File: src/deq_pkg.sv
// Shared types for the double-ended queue: command and status codes.
// No dependencies; compiled first.
package deq_pkg;

    // Command codes carried on the command channel
    typedef enum logic [2:0] {
        CMD_PUSH_FRONT = 3'd0,
        CMD_PUSH_BACK  = 3'd1,
        CMD_POP_FRONT  = 3'd2,
        CMD_POP_BACK   = 3'd3,
        CMD_COPY_FRONT = 3'd4,
        CMD_COPY_BACK  = 3'd5,
        CMD_CLEAR      = 3'd6,
        CMD_QUERY      = 3'd7
    } t_cmd;

    // Status codes returned with every response
    typedef enum logic [1:0] {
        ST_OK    = 2'd0,
        ST_EMPTY = 2'd1,
        ST_FULL  = 2'd2
    } t_status;

endpackage

File: src/deq_if.sv
// Valid/ready channel interfaces for the double-ended queue.
// Depends on deq_pkg for the command and status types.
interface deq_cmd_if #(
    parameter int DATA_WIDTH = 32
);
    logic                  valid;
    logic                  ready;
    deq_pkg::t_cmd         cmd;
    logic [DATA_WIDTH-1:0] push_value;

    modport source (output valid, output cmd, output push_value, input ready);
    modport sink   (input valid, input cmd, input push_value, output ready);
endinterface

interface deq_rsp_if #(
    parameter int DATA_WIDTH = 32,
    parameter int CNT_WIDTH  = 5
);
    logic                  valid;
    logic                  ready;
    deq_pkg::t_status      status;
    logic [CNT_WIDTH-1:0]  entry_count;
    logic [DATA_WIDTH-1:0] front_value;
    logic [DATA_WIDTH-1:0] back_value;

    modport source (output valid, output status, output entry_count,
                    output front_value, output back_value, input ready);
    modport sink   (input valid, input status, input entry_count,
                    input front_value, input back_value, output ready);
endinterface

File: src/deq_ram.sv
// Entry storage for the double-ended queue: one write port, one read port,
// registered read data. No package dependencies.
module deq_ram #(
    parameter int DEPTH      = 16,
    parameter int DATA_WIDTH = 32,
    parameter int ADDR_WIDTH = 4
) (
    input  logic                  i_clk,
    input  logic                  i_we,
    input  logic [ADDR_WIDTH-1:0] i_waddr,
    input  logic [DATA_WIDTH-1:0] i_wdata,
    input  logic [ADDR_WIDTH-1:0] i_raddr,
    output logic [DATA_WIDTH-1:0] o_rdata
);

    logic [DATA_WIDTH-1:0] r_mem [DEPTH];
    logic [DATA_WIDTH-1:0] r_rdata;

    // Write on enable, read every cycle
    always_ff @(posedge i_clk) begin
        if (i_we) begin
            r_mem[i_waddr] <= i_wdata;
        end
        r_rdata <= r_mem[i_raddr];
    end

    assign o_rdata = r_rdata;

endmodule

File: src/double_ended_queue.sv
// Channel   Dir  Handshake    Payload
// i_cmd     in   valid/ready  cmd, push_value
// o_rsp     out  valid/ready  status, entry_count, front_value, back_value
//
// Pushes, copies, clear, query, errors and pops that leave at most one entry
// load the response register straight from the decode; a pop that leaves two
// or more entries passes through the read state to fetch the new end value.
// Reset is synchronous and active low; the queue comes up empty, no clearing
// pass. A new command is taken while a response waits if that response
// transfers in the same cycle; a stalled response holds the command channel.
// Top level of the double-ended queue; depends on deq_pkg, deq_if, deq_ram.
module double_ended_queue #(
    parameter int DEPTH      = 16,
    parameter int DATA_WIDTH = 32
) (
    input  logic          i_clk,
    input  logic          i_rst_n,
    deq_cmd_if.sink       i_cmd,
    deq_rsp_if.source     o_rsp
);

    localparam int AW = (DEPTH > 1) ? $clog2(DEPTH) : 1;
    localparam int CW = $clog2(DEPTH + 1);
    localparam logic [AW-1:0] LAST_IDX = AW'(DEPTH - 1);
    localparam logic [CW-1:0] FULL_CNT = CW'(DEPTH);

    typedef enum logic {
        S_IDLE,
        S_READ
    } t_state;

    t_state                r_state, n_state;
    logic [CW-1:0]         r_count, n_count;
    logic [AW-1:0]         r_front_idx, n_front_idx;
    logic [AW-1:0]         r_back_idx, n_back_idx;
    logic [DATA_WIDTH-1:0] r_front_val, n_front_val;
    logic [DATA_WIDTH-1:0] r_back_val, n_back_val;
    logic                  r_rd_front, n_rd_front;
    logic                  r_out_valid, n_out_valid;
    deq_pkg::t_status      r_out_status, n_out_status;
    logic [CW-1:0]         r_out_count, n_out_count;
    logic [DATA_WIDTH-1:0] r_out_front, n_out_front;
    logic [DATA_WIDTH-1:0] r_out_back, n_out_back;

    logic                  cmd_acc;
    logic                  is_empty;
    logic                  is_full;
    logic                  rd_req;
    deq_pkg::t_status      res_status;
    logic [AW-1:0]         front_inc, front_dec, back_inc, back_dec;
    logic                  mem_we;
    logic [AW-1:0]         mem_waddr, mem_raddr;
    logic [DATA_WIDTH-1:0] mem_wdata, mem_rdata;

    deq_ram #(
        .DEPTH      (DEPTH),
        .DATA_WIDTH (DATA_WIDTH),
        .ADDR_WIDTH (AW)
    ) u_ram (
        .i_clk   (i_clk),
        .i_we    (mem_we),
        .i_waddr (mem_waddr),
        .i_wdata (mem_wdata),
        .i_raddr (mem_raddr),
        .o_rdata (mem_rdata)
    );

    // Handshakes
    assign i_cmd.ready = (r_state == S_IDLE) && (!r_out_valid || o_rsp.ready);
    assign cmd_acc     = i_cmd.valid && i_cmd.ready;

    // Circular neighbors of the end slots
    assign front_inc = (r_front_idx == LAST_IDX) ? '0 : r_front_idx + AW'(1);
    assign front_dec = (r_front_idx == '0) ? LAST_IDX : r_front_idx - AW'(1);
    assign back_inc  = (r_back_idx == LAST_IDX) ? '0 : r_back_idx + AW'(1);
    assign back_dec  = (r_back_idx == '0) ? LAST_IDX : r_back_idx - AW'(1);

    assign is_empty = (r_count == '0);
    assign is_full  = (r_count == FULL_CNT);

    // Decode the command, update the end slots and stage the response
    always_comb begin
        n_state      = r_state;
        n_count      = r_count;
        n_front_idx  = r_front_idx;
        n_back_idx   = r_back_idx;
        n_front_val  = r_front_val;
        n_back_val   = r_back_val;
        n_rd_front   = r_rd_front;
        n_out_valid  = r_out_valid && !o_rsp.ready;
        n_out_status = r_out_status;
        n_out_count  = r_out_count;
        n_out_front  = r_out_front;
        n_out_back   = r_out_back;
        res_status   = deq_pkg::ST_OK;
        rd_req       = 1'b0;
        mem_we       = 1'b0;
        mem_waddr    = front_dec;
        mem_wdata    = i_cmd.push_value;
        mem_raddr    = front_inc;

        case (r_state)
            S_IDLE: begin
                if (cmd_acc) begin
                    case (i_cmd.cmd)
                        deq_pkg::CMD_PUSH_FRONT: begin
                            if (is_full) begin
                                res_status = deq_pkg::ST_FULL;
                            end else begin
                                mem_we      = 1'b1;
                                mem_waddr   = front_dec;
                                n_front_idx = front_dec;
                                n_front_val = i_cmd.push_value;
                                if (is_empty) begin
                                    n_back_idx = front_dec;
                                    n_back_val = i_cmd.push_value;
                                end
                                n_count = r_count + CW'(1);
                            end
                        end
                        deq_pkg::CMD_PUSH_BACK: begin
                            if (is_full) begin
                                res_status = deq_pkg::ST_FULL;
                            end else begin
                                mem_we     = 1'b1;
                                mem_waddr  = is_empty ? r_front_idx : back_inc;
                                n_back_idx = mem_waddr;
                                n_back_val = i_cmd.push_value;
                                if (is_empty) begin
                                    n_front_val = i_cmd.push_value;
                                end
                                n_count = r_count + CW'(1);
                            end
                        end
                        deq_pkg::CMD_POP_FRONT: begin
                            if (is_empty) begin
                                res_status = deq_pkg::ST_EMPTY;
                            end else begin
                                n_front_idx = front_inc;
                                n_count     = r_count - CW'(1);
                                if (r_count == CW'(1)) begin
                                    n_front_val = r_front_val;
                                end else if (r_count == CW'(2)) begin
                                    n_front_val = r_back_val;
                                end else begin
                                    rd_req     = 1'b1;
                                    mem_raddr  = front_inc;
                                    n_rd_front = 1'b1;
                                end
                            end
                        end
                        deq_pkg::CMD_POP_BACK: begin
                            if (is_empty) begin
                                res_status = deq_pkg::ST_EMPTY;
                            end else begin
                                n_back_idx = back_dec;
                                n_count    = r_count - CW'(1);
                                if (r_count == CW'(1)) begin
                                    n_back_val = r_back_val;
                                end else if (r_count == CW'(2)) begin
                                    n_back_val = r_front_val;
                                end else begin
                                    rd_req     = 1'b1;
                                    mem_raddr  = back_dec;
                                    n_rd_front = 1'b0;
                                end
                            end
                        end
                        deq_pkg::CMD_COPY_FRONT: begin
                            if (is_empty) begin
                                res_status = deq_pkg::ST_EMPTY;
                            end else if (is_full) begin
                                res_status = deq_pkg::ST_FULL;
                            end else begin
                                mem_we      = 1'b1;
                                mem_waddr   = front_dec;
                                mem_wdata   = r_front_val;
                                n_front_idx = front_dec;
                                n_count     = r_count + CW'(1);
                            end
                        end
                        deq_pkg::CMD_COPY_BACK: begin
                            if (is_empty) begin
                                res_status = deq_pkg::ST_EMPTY;
                            end else if (is_full) begin
                                res_status = deq_pkg::ST_FULL;
                            end else begin
                                mem_we     = 1'b1;
                                mem_waddr  = back_inc;
                                mem_wdata  = r_back_val;
                                n_back_idx = back_inc;
                                n_count    = r_count + CW'(1);
                            end
                        end
                        deq_pkg::CMD_CLEAR: begin
                            if (is_empty) begin
                                res_status = deq_pkg::ST_EMPTY;
                            end else begin
                                n_count     = '0;
                                n_front_idx = '0;
                            end
                        end
                        deq_pkg::CMD_QUERY: begin
                            res_status = deq_pkg::ST_OK;
                        end
                        default: begin
                            res_status = deq_pkg::ST_OK;
                        end
                    endcase

                    // Either wait for the memory or load the response now
                    if (rd_req) begin
                        n_state = S_READ;
                    end else begin
                        n_out_valid  = 1'b1;
                        n_out_status = res_status;
                        n_out_count  = n_count;
                        n_out_front  = (n_count == '0) ? '0 : n_front_val;
                        n_out_back   = (n_count == '0) ? '0 : n_back_val;
                    end
                end
            end
            S_READ: begin
                // Take the fetched end value and release the response
                if (r_rd_front) begin
                    n_front_val = mem_rdata;
                end else begin
                    n_back_val = mem_rdata;
                end
                n_out_valid  = 1'b1;
                n_out_status = deq_pkg::ST_OK;
                n_out_count  = r_count;
                n_out_front  = r_rd_front ? mem_rdata : r_front_val;
                n_out_back   = r_rd_front ? r_back_val : mem_rdata;
                n_state      = S_IDLE;
            end
            default: begin
                n_state = S_IDLE;
            end
        endcase
    end

    // Hold state and the response register
    always_ff @(posedge i_clk) begin
        if (!i_rst_n) begin
            r_state     <= S_IDLE;
            r_count     <= '0;
            r_front_idx <= '0;
            r_back_idx  <= '0;
            r_out_valid <= 1'b0;
        end else begin
            r_state     <= n_state;
            r_count     <= n_count;
            r_front_idx <= n_front_idx;
            r_back_idx  <= n_back_idx;
            r_out_valid <= n_out_valid;
        end
        r_front_val  <= n_front_val;
        r_back_val   <= n_back_val;
        r_rd_front   <= n_rd_front;
        r_out_status <= n_out_status;
        r_out_count  <= n_out_count;
        r_out_front  <= n_out_front;
        r_out_back   <= n_out_back;
    end

    assign o_rsp.valid       = r_out_valid;
    assign o_rsp.status      = r_out_status;
    assign o_rsp.entry_count = r_out_count;
    assign o_rsp.front_value = r_out_front;
    assign o_rsp.back_value  = r_out_back;

`ifndef NO_ASSERTIONS
    a_count_bound: assert property (@(posedge i_clk) disable iff (!i_rst_n)
        r_count <= FULL_CNT)
        else $error("entry count exceeds depth");

    a_read_follows: assert property (@(posedge i_clk) disable iff (!i_rst_n)
        (cmd_acc && rd_req) |=> (r_state == S_READ) && !r_out_valid)
        else $error("pop with memory fetch did not enter read state");

    a_read_no_accept: assert property (@(posedge i_clk) disable iff (!i_rst_n)
        (r_state == S_READ) |-> !i_cmd.ready)
        else $error("command taken during memory fetch");

    a_empty_zero: assert property (@(posedge i_clk) disable iff (!i_rst_n)
        (o_rsp.valid && o_rsp.entry_count == '0) |->
            (o_rsp.front_value == '0) && (o_rsp.back_value == '0))
        else $error("empty response carries nonzero values");

    a_full_status: assert property (@(posedge i_clk) disable iff (!i_rst_n)
        (o_rsp.valid && o_rsp.status == deq_pkg::ST_FULL) |->
            (o_rsp.entry_count == FULL_CNT))
        else $error("full error reported below capacity");
`endif

endmodule

File: src/flat_wrapper.sv
// flat-port wrapper written by rule: the top's interface ports become plain ports
module double_ended_queue_flat 
#(
    parameter int DEPTH      = 16,
    parameter int DATA_WIDTH = 32
)
  (i_clk, i_rst_n, i_cmd_valid, i_cmd_cmd, i_cmd_push_value, i_cmd_ready, o_rsp_valid, o_rsp_status, o_rsp_entry_count, o_rsp_front_value, o_rsp_back_value, o_rsp_ready);
  deq_cmd_if #(.DATA_WIDTH(DATA_WIDTH)) i_cmd_i ();
  deq_rsp_if #(.DATA_WIDTH(DATA_WIDTH), .CNT_WIDTH((5))) o_rsp_i ();
  input  logic i_clk;
  input  logic i_rst_n;
  input wire logic [$bits(i_cmd_i.valid)-1:0] i_cmd_valid;
  input wire logic [$bits(i_cmd_i.cmd)-1:0] i_cmd_cmd;
  input wire logic [$bits(i_cmd_i.push_value)-1:0] i_cmd_push_value;
  output wire logic [$bits(i_cmd_i.ready)-1:0] i_cmd_ready;
  output wire logic [$bits(o_rsp_i.valid)-1:0] o_rsp_valid;
  output wire logic [$bits(o_rsp_i.status)-1:0] o_rsp_status;
  output wire logic [$bits(o_rsp_i.entry_count)-1:0] o_rsp_entry_count;
  output wire logic [$bits(o_rsp_i.front_value)-1:0] o_rsp_front_value;
  output wire logic [$bits(o_rsp_i.back_value)-1:0] o_rsp_back_value;
  input wire logic [$bits(o_rsp_i.ready)-1:0] o_rsp_ready;
  assign i_cmd_i.valid = i_cmd_valid;
  assign i_cmd_i.cmd = i_cmd_cmd;
  assign i_cmd_i.push_value = i_cmd_push_value;
  assign i_cmd_ready = i_cmd_i.ready;
  assign o_rsp_valid = o_rsp_i.valid;
  assign o_rsp_status = o_rsp_i.status;
  assign o_rsp_entry_count = o_rsp_i.entry_count;
  assign o_rsp_front_value = o_rsp_i.front_value;
  assign o_rsp_back_value = o_rsp_i.back_value;
  assign o_rsp_i.ready = o_rsp_ready;
  double_ended_queue #(.DEPTH(DEPTH), .DATA_WIDTH(DATA_WIDTH)) u_core (.i_clk(i_clk), .i_rst_n(i_rst_n), .i_cmd(i_cmd_i), .o_rsp(o_rsp_i));
endmodule
File: config.mk
export PLATFORM = sky130hd
export DESIGN_NAME = double_ended_queue_flat
export DESIGN_NICKNAME = d
export VERILOG_FILES = /design/src/deq_pkg.sv /design/src/deq_if.sv /design/src/deq_ram.sv /design/src/double_ended_queue.sv /design/src/flat_wrapper.sv
export SDC_FILE = /design/constraint.sdc
export NUM_CORES = 1
export LEC_CHECK = 0
export BUFFER_PORTS_ARGS = -buffer_cell sky130_fd_sc_hd__buf_2
export CELL_PAD_IN_SITES_DETAIL_PLACEMENT = 1
export CELL_PAD_IN_SITES_GLOBAL_PLACEMENT = 1
export CORE_AREA = 3 3 248 250
export CTS_CLUSTER_SIZE = 14
export DETAILED_ROUTE_END_ITERATION = 7
export DIE_AREA = 0 0 251 253
export PLACE_DENSITY = 0.86
export SLEW_MARGIN = 20
export SYNTH_ARGS = -nofsm -noshare
export SYNTH_HDL_FRONTEND = slang
export SYNTH_SLANG_ARGS = --single-unit
export TNS_END_PERCENT = 1
File: constraint.sdc
create_clock -name i_clk -period 5.1 [get_ports i_clk]
set_input_delay 0.51 -clock i_clk [delete_from_list [all_inputs] [get_ports i_clk]]
set_output_delay 0.51 -clock i_clk [all_outputs]
set_load 0.02 [all_outputs]
==> summary.txt <==
STA
--------------------------------------------------------------------------------------------------------
Total negative setup slack                                                                          0 ns
Min Hold Slack                                                                                  0.314 ns
Actual slew at the worst max-slew pin                                                            1.06 ns
Final period utilization                                                                           81.9%
Minimum clock period after layout                                                                4.18 ns
RSZ-0062 raised after global routing                                                                  no
Worst Slack Setup Final                                                                         0.922 ns
Final Skew                                                                                     0.0347 ns
Pins Over Slew Limit                                                                                   0
Final Hold Vio Count                                                                                   0
Fmax                                                                                             239 MHz
Worst-case headroom to the max-slew limit                                                          29.6%
Number of setup violations in the final report                                                         0

DETAILED ROUTING
--------------------------------------------------------------------------------------------------------
Final Routed Wirelength                                                                        108000 µm
Residual DRC                                                                                           0
Detailed router's first-iteration violation count                                                   3949
Number of detailed-routing iterations run before antenna repair                                        7
Wire length per cell                                                                             33.1 µm
Number of routed nets with antenna violations                                                          0
Via Count                                                                                          23579
Vias per inst                                                                                       7.25

FINISH
--------------------------------------------------------------------------------------------------------
P&R area growth vs syn                                                                             12.7%
Final nets                                                                                          2466
Util after Layout                                                                                  58.8%
Fill cells                                                                                          5672
Sequential cell area                                                                          0.0204 mm²
Share of layout cells above drive strength 1                                                       18.5%
Area of the multi-input gates                                                                0.00972 mm²

SYNTH
--------------------------------------------------------------------------------------------------------
Cell taking the most area after synthesis                                                   sky130_fd_sc_hd__edfxtp_1
Combinational family with the most area after synthesis                                     compound AO/OA/AOI/OAI gates
Synthesized area divided by synthesized cell count                                              13.2 µm²
Cell variety after synth                                                                              74
Synth top area cells                                                                        sky130_fd_sc_hd__edfxtp_1 63%, sky130_fd_sc_hd__mux2_2 3.6%, sky130_fd_sc_hd__dfxtp_1 3.0%, sky130_fd_sc_hd__o21ai_0 2.7%, sky130_fd_sc_hd__nand2_1 2.4%
Ys async rst share                                                                                    0%
Post-Synthesis Cells                                                                                2342
Post-synthesis instance area                                                                  0.0309 mm²
Multiplexer share of the synthesized area                                                          4.87%
Most frequently used flop master after synthesis                                            sky130_fd_sc_hd__edfxtp_1
Fraction of synthesized cell area taken by the top area cell type                                  63.0%
Synthesized netlist net count                                                                       2391
Post-synthesis sequential area ratio                                                               66.1%
Xor-xnor portion of the synthesized cell area                                                     0.113%
Number of synthesized register bits                                                                  695
Adder and majority cell fraction of the synthesized area                                          0.405%
Total number of yosys warnings                                                                         0
Count of flip-flops with a built-in enable after synthesis                                           648
Basic-gate share of the synthesized area counting and, or, nand and nor cells                      8.28%
Compound-gate portion of the synthesized area                                                      17.1%

POWER
--------------------------------------------------------------------------------------------------------
Largest vdd supply drop                                                                           205 µV
Lkg Pwr                                                                                          12.1 nW
Power per standard cell area                                                                  433 mW/mm²
Post-layout power                                                                                15.1 mW

CLOCK TREE
--------------------------------------------------------------------------------------------------------
Sinks on Clock Net                                                                                   695
Clock tree root driver cell                                                                 sky130_fd_sc_hd__clkbuf_16
Number of post-CTS setup repair buffers                                                                0
Cts repair resizes                                                                                     0
Hold bufs inserted after CTS                                                                           0
Post-CTS clock slew at the launch and capture registers of the worst setup and hold paths        0.06 ns
Worst-case clock buffer depth                                                                          3
Clk_lat worst skew                                                                               0.63 ns
Cts bufs inserted                                                                                     70
TritonCTS clock tree                                                                               built
Htree depth                                                                                            3

SETUP PATH
--------------------------------------------------------------------------------------------------------
CP max-delay cell                                                                           sky130_fd_sc_hd__nor2_4
Largest stage delay on the critical path                                                         0.71 ns
Setup crit end kind                                                                                 flop
Buffer and inverter count on the worst path                                                            3
List of cells traversed by the critical path                                                inv_1, ha_1, or4b_1, buf_4, nor2_1, a21oi_1, o21ai_0, nand2b_1, nor2_4, buf_4
Startpoint type of the worst setup path                                                             flop
Critical Path AT                                                                                 4.47 ns
CP max FO                                                                                             20
Most frequent cell on the critical path                                                     sky130_fd_sc_hd__buf_4
Required time of the worst setup path                                                            5.40 ns
Worst setup path class                                                                           reg2reg
Crit-path leading delay family                                                              simple AND/OR/NAND/NOR gates

FLOORPLAN
--------------------------------------------------------------------------------------------------------
Rows                                                                                                  89
Horizontal die dimension                                                                          251 µm
Die Y                                                                                             253 µm
Die Outline Area                                                                              0.0635 mm²
Starting Density                                                                                   52.1%
Number of I/O pins                                                                                   112
Core footprint                                                                                0.0592 mm²

PLACE
--------------------------------------------------------------------------------------------------------
Last weighted congestion value of the routability-driven placer                                    0.872
Sum of net half-perimeters after detailed placement                                             62000 µm
Pre-CTS setup slack                                                                              1.09 ns
Port-buffer cells                                                                                    111

GLOBAL ROUTING
--------------------------------------------------------------------------------------------------------
Largest net degree at the start of global routing                                                    129
Antenna violations before repair                                                                       5
Total routing usage reported by global routing                                                     33.2%
Leftover overflow at the end of global routing                                                         0
Global-route wire length before repair                                                         159000 µm
Vias in the first global route                                                                     24471

STATUS
--------------------------------------------------------------------------------------------------------
Status                                                                                      finished clean

WORST HOLD PATH
--------------------------------------------------------------------------------------------------------
Worst hold-check path type                                                                        in2reg

JOB
--------------------------------------------------------------------------------------------------------
Count of maximum capacitance violations                                                                0

path summary, 6_finish.rpt:
path | slack [ns] | endpoint | cells after the start | start
setup / recovery | 0.92 | u_core.u_ram.r_mem[8][31] | 10 | u_core.r_count[0]
setup reg to reg | 0.92 | u_core.u_ram.r_mem[8][31] | 10 | u_core.r_count[0]
hold reg to reg | 0.58 | u_core.r_back_idx[3] | 2 | u_core.r_back_idx[3]
hold / removal | 0.31 | u_core.o_rsp.valid | 3 | o_rsp_ready
cell type report:
type	instances	area share, %
Sequential cell	695	58.6
Multi-Input combinational cell	1430	27.9
Clock buffer	97	5.70
Timing Repair Buffer	204	3.86
Tap cell	773	2.78
Clock inverter	32	0.924
Inverter	16	0.180
Antenna cell	5	0.0359
worst register-to-register path: stages, from the launching register on:
cell,delay [ns]
sky130_fd_sc_hd__dfxtp_1,0.40
sky130_fd_sc_hd__inv_1,0.17
sky130_fd_sc_hd__ha_1,0.26
sky130_fd_sc_hd__or4b_1,0.48
sky130_fd_sc_hd__buf_4,0.21
sky130_fd_sc_hd__nor2_1,0.23
sky130_fd_sc_hd__a21oi_1,0.13
sky130_fd_sc_hd__o21ai_0,0.49
sky130_fd_sc_hd__nand2b_1,0.41
sky130_fd_sc_hd__nor2_4,0.71
sky130_fd_sc_hd__buf_4,0.38
synth_stat cells, drive strengths merged (65+ instances only):
master and instances:
edfxtp 648, nand2 196, o21ai 189, a21oi 143, clkbuf 136, nand3 104
mux2 100, and3 97, nor2 83, a211o 65, a21boi 65, buf 65
report_power, final:
group / switching (mW) / leakage [nW] / internal [mW]
clock network: 2.31 / 1.11 / 2.96
registers: 0.346 / 6.34 / 6.72
logic: 1.85 / 4.67 / 0.880
metrics by stage:
stage | cells | instance area (µm²)
5_1_grt | 3247 | 34800
6_report | 3252 | 34800
4_1_cts | 3247 | 34800
3_3_place_gp | 3118 | 32500
3_5_place_dp | 3118 | 32500
2_1_floorplan | 2342 | 30900
kinds of logic (layout without fill, tap and decap cells):
| group | Yosys count | count (layout) |
|---|---|---|
| buffers and inverters | 217 | 349 |
| other | 0 | 5 |
| xor gates and xnor gates | 4 | 4 |
| muxes | 136 | 136 |
| DFF | 695 | 695 |
| and+or+nand+nor | 533 | 533 |
| adders and majority gates | 10 | 10 |
| AOI/OAI and AO/OA | 747 | 747 |
state kept, by name, summed over array words and instances, names as in the netlist:
register                  count
u_core.r_rd_front             1
u_core.u_ram.o_rdata         32
u_core.o_rsp.entry_count      5
u_core.r_back_val            32
u_core.o_rsp.front_value     32
u_core.r_count                5
u_core.u_ram.r_mem          512
u_core.r_front_idx            4
u_core.o_rsp.back_value      32
u_core.r_back_idx             4
u_core.o_rsp.status           2
u_core.r_state                1
u_core.r_front_val           32
u_core.o_rsp.valid            1
per-layer routing:
metal | vias to the layer above | track usage (%) | routed length [µm]
met5 | - | 0 | 55
met1 | 11874 | 41.8 | 38700
met2 | 1856 | 54.8 | 51600
li1 | 9434 | - | -
met4 | 8 | 15.6 | 4920
met3 | 407 | 7.87 | 12400
cells in the final DEF, fill, tap and decap left out, types with 10 or more instances in the layout:
cell type	count
sky130_fd_sc_hd__buf_4	85
sky130_fd_sc_hd__a21o_1	37
sky130_fd_sc_hd__o21ai_0	168
sky130_fd_sc_hd__nor2_1	60
sky130_fd_sc_hd__buf_2	111
sky130_fd_sc_hd__ha_1	10
sky130_fd_sc_hd__clkbuf_16	72
sky130_fd_sc_hd__nor2_4	19
sky130_fd_sc_hd__edfxtp_1	648
sky130_fd_sc_hd__nor3_1	10
sky130_fd_sc_hd__nand2_1	192
sky130_fd_sc_hd__mux2_2	99
sky130_fd_sc_hd__nand2b_1	12
sky130_fd_sc_hd__a222oi_1	64
sky130_fd_sc_hd__o311ai_1	33
sky130_fd_sc_hd__clkinv_1	12
sky130_fd_sc_hd__dfxtp_1	46
sky130_fd_sc_hd__o21ai_1	20
sky130_fd_sc_hd__inv_1	13
sky130_fd_sc_hd__a21boi_1	64
sky130_fd_sc_hd__a311oi_1	32
sky130_fd_sc_hd__a32oi_1	32
sky130_fd_sc_hd__and3_1	96
sky130_fd_sc_hd__nand3_1	103
sky130_fd_sc_hd__a221o_1	32
sky130_fd_sc_hd__a211o_1	65
sky130_fd_sc_hd__a21oi_1	137
sky130_fd_sc_hd__clkbuf_1	16
sky130_fd_sc_hd__mux2i_1	34
Power figures use the tool's default switching activity.
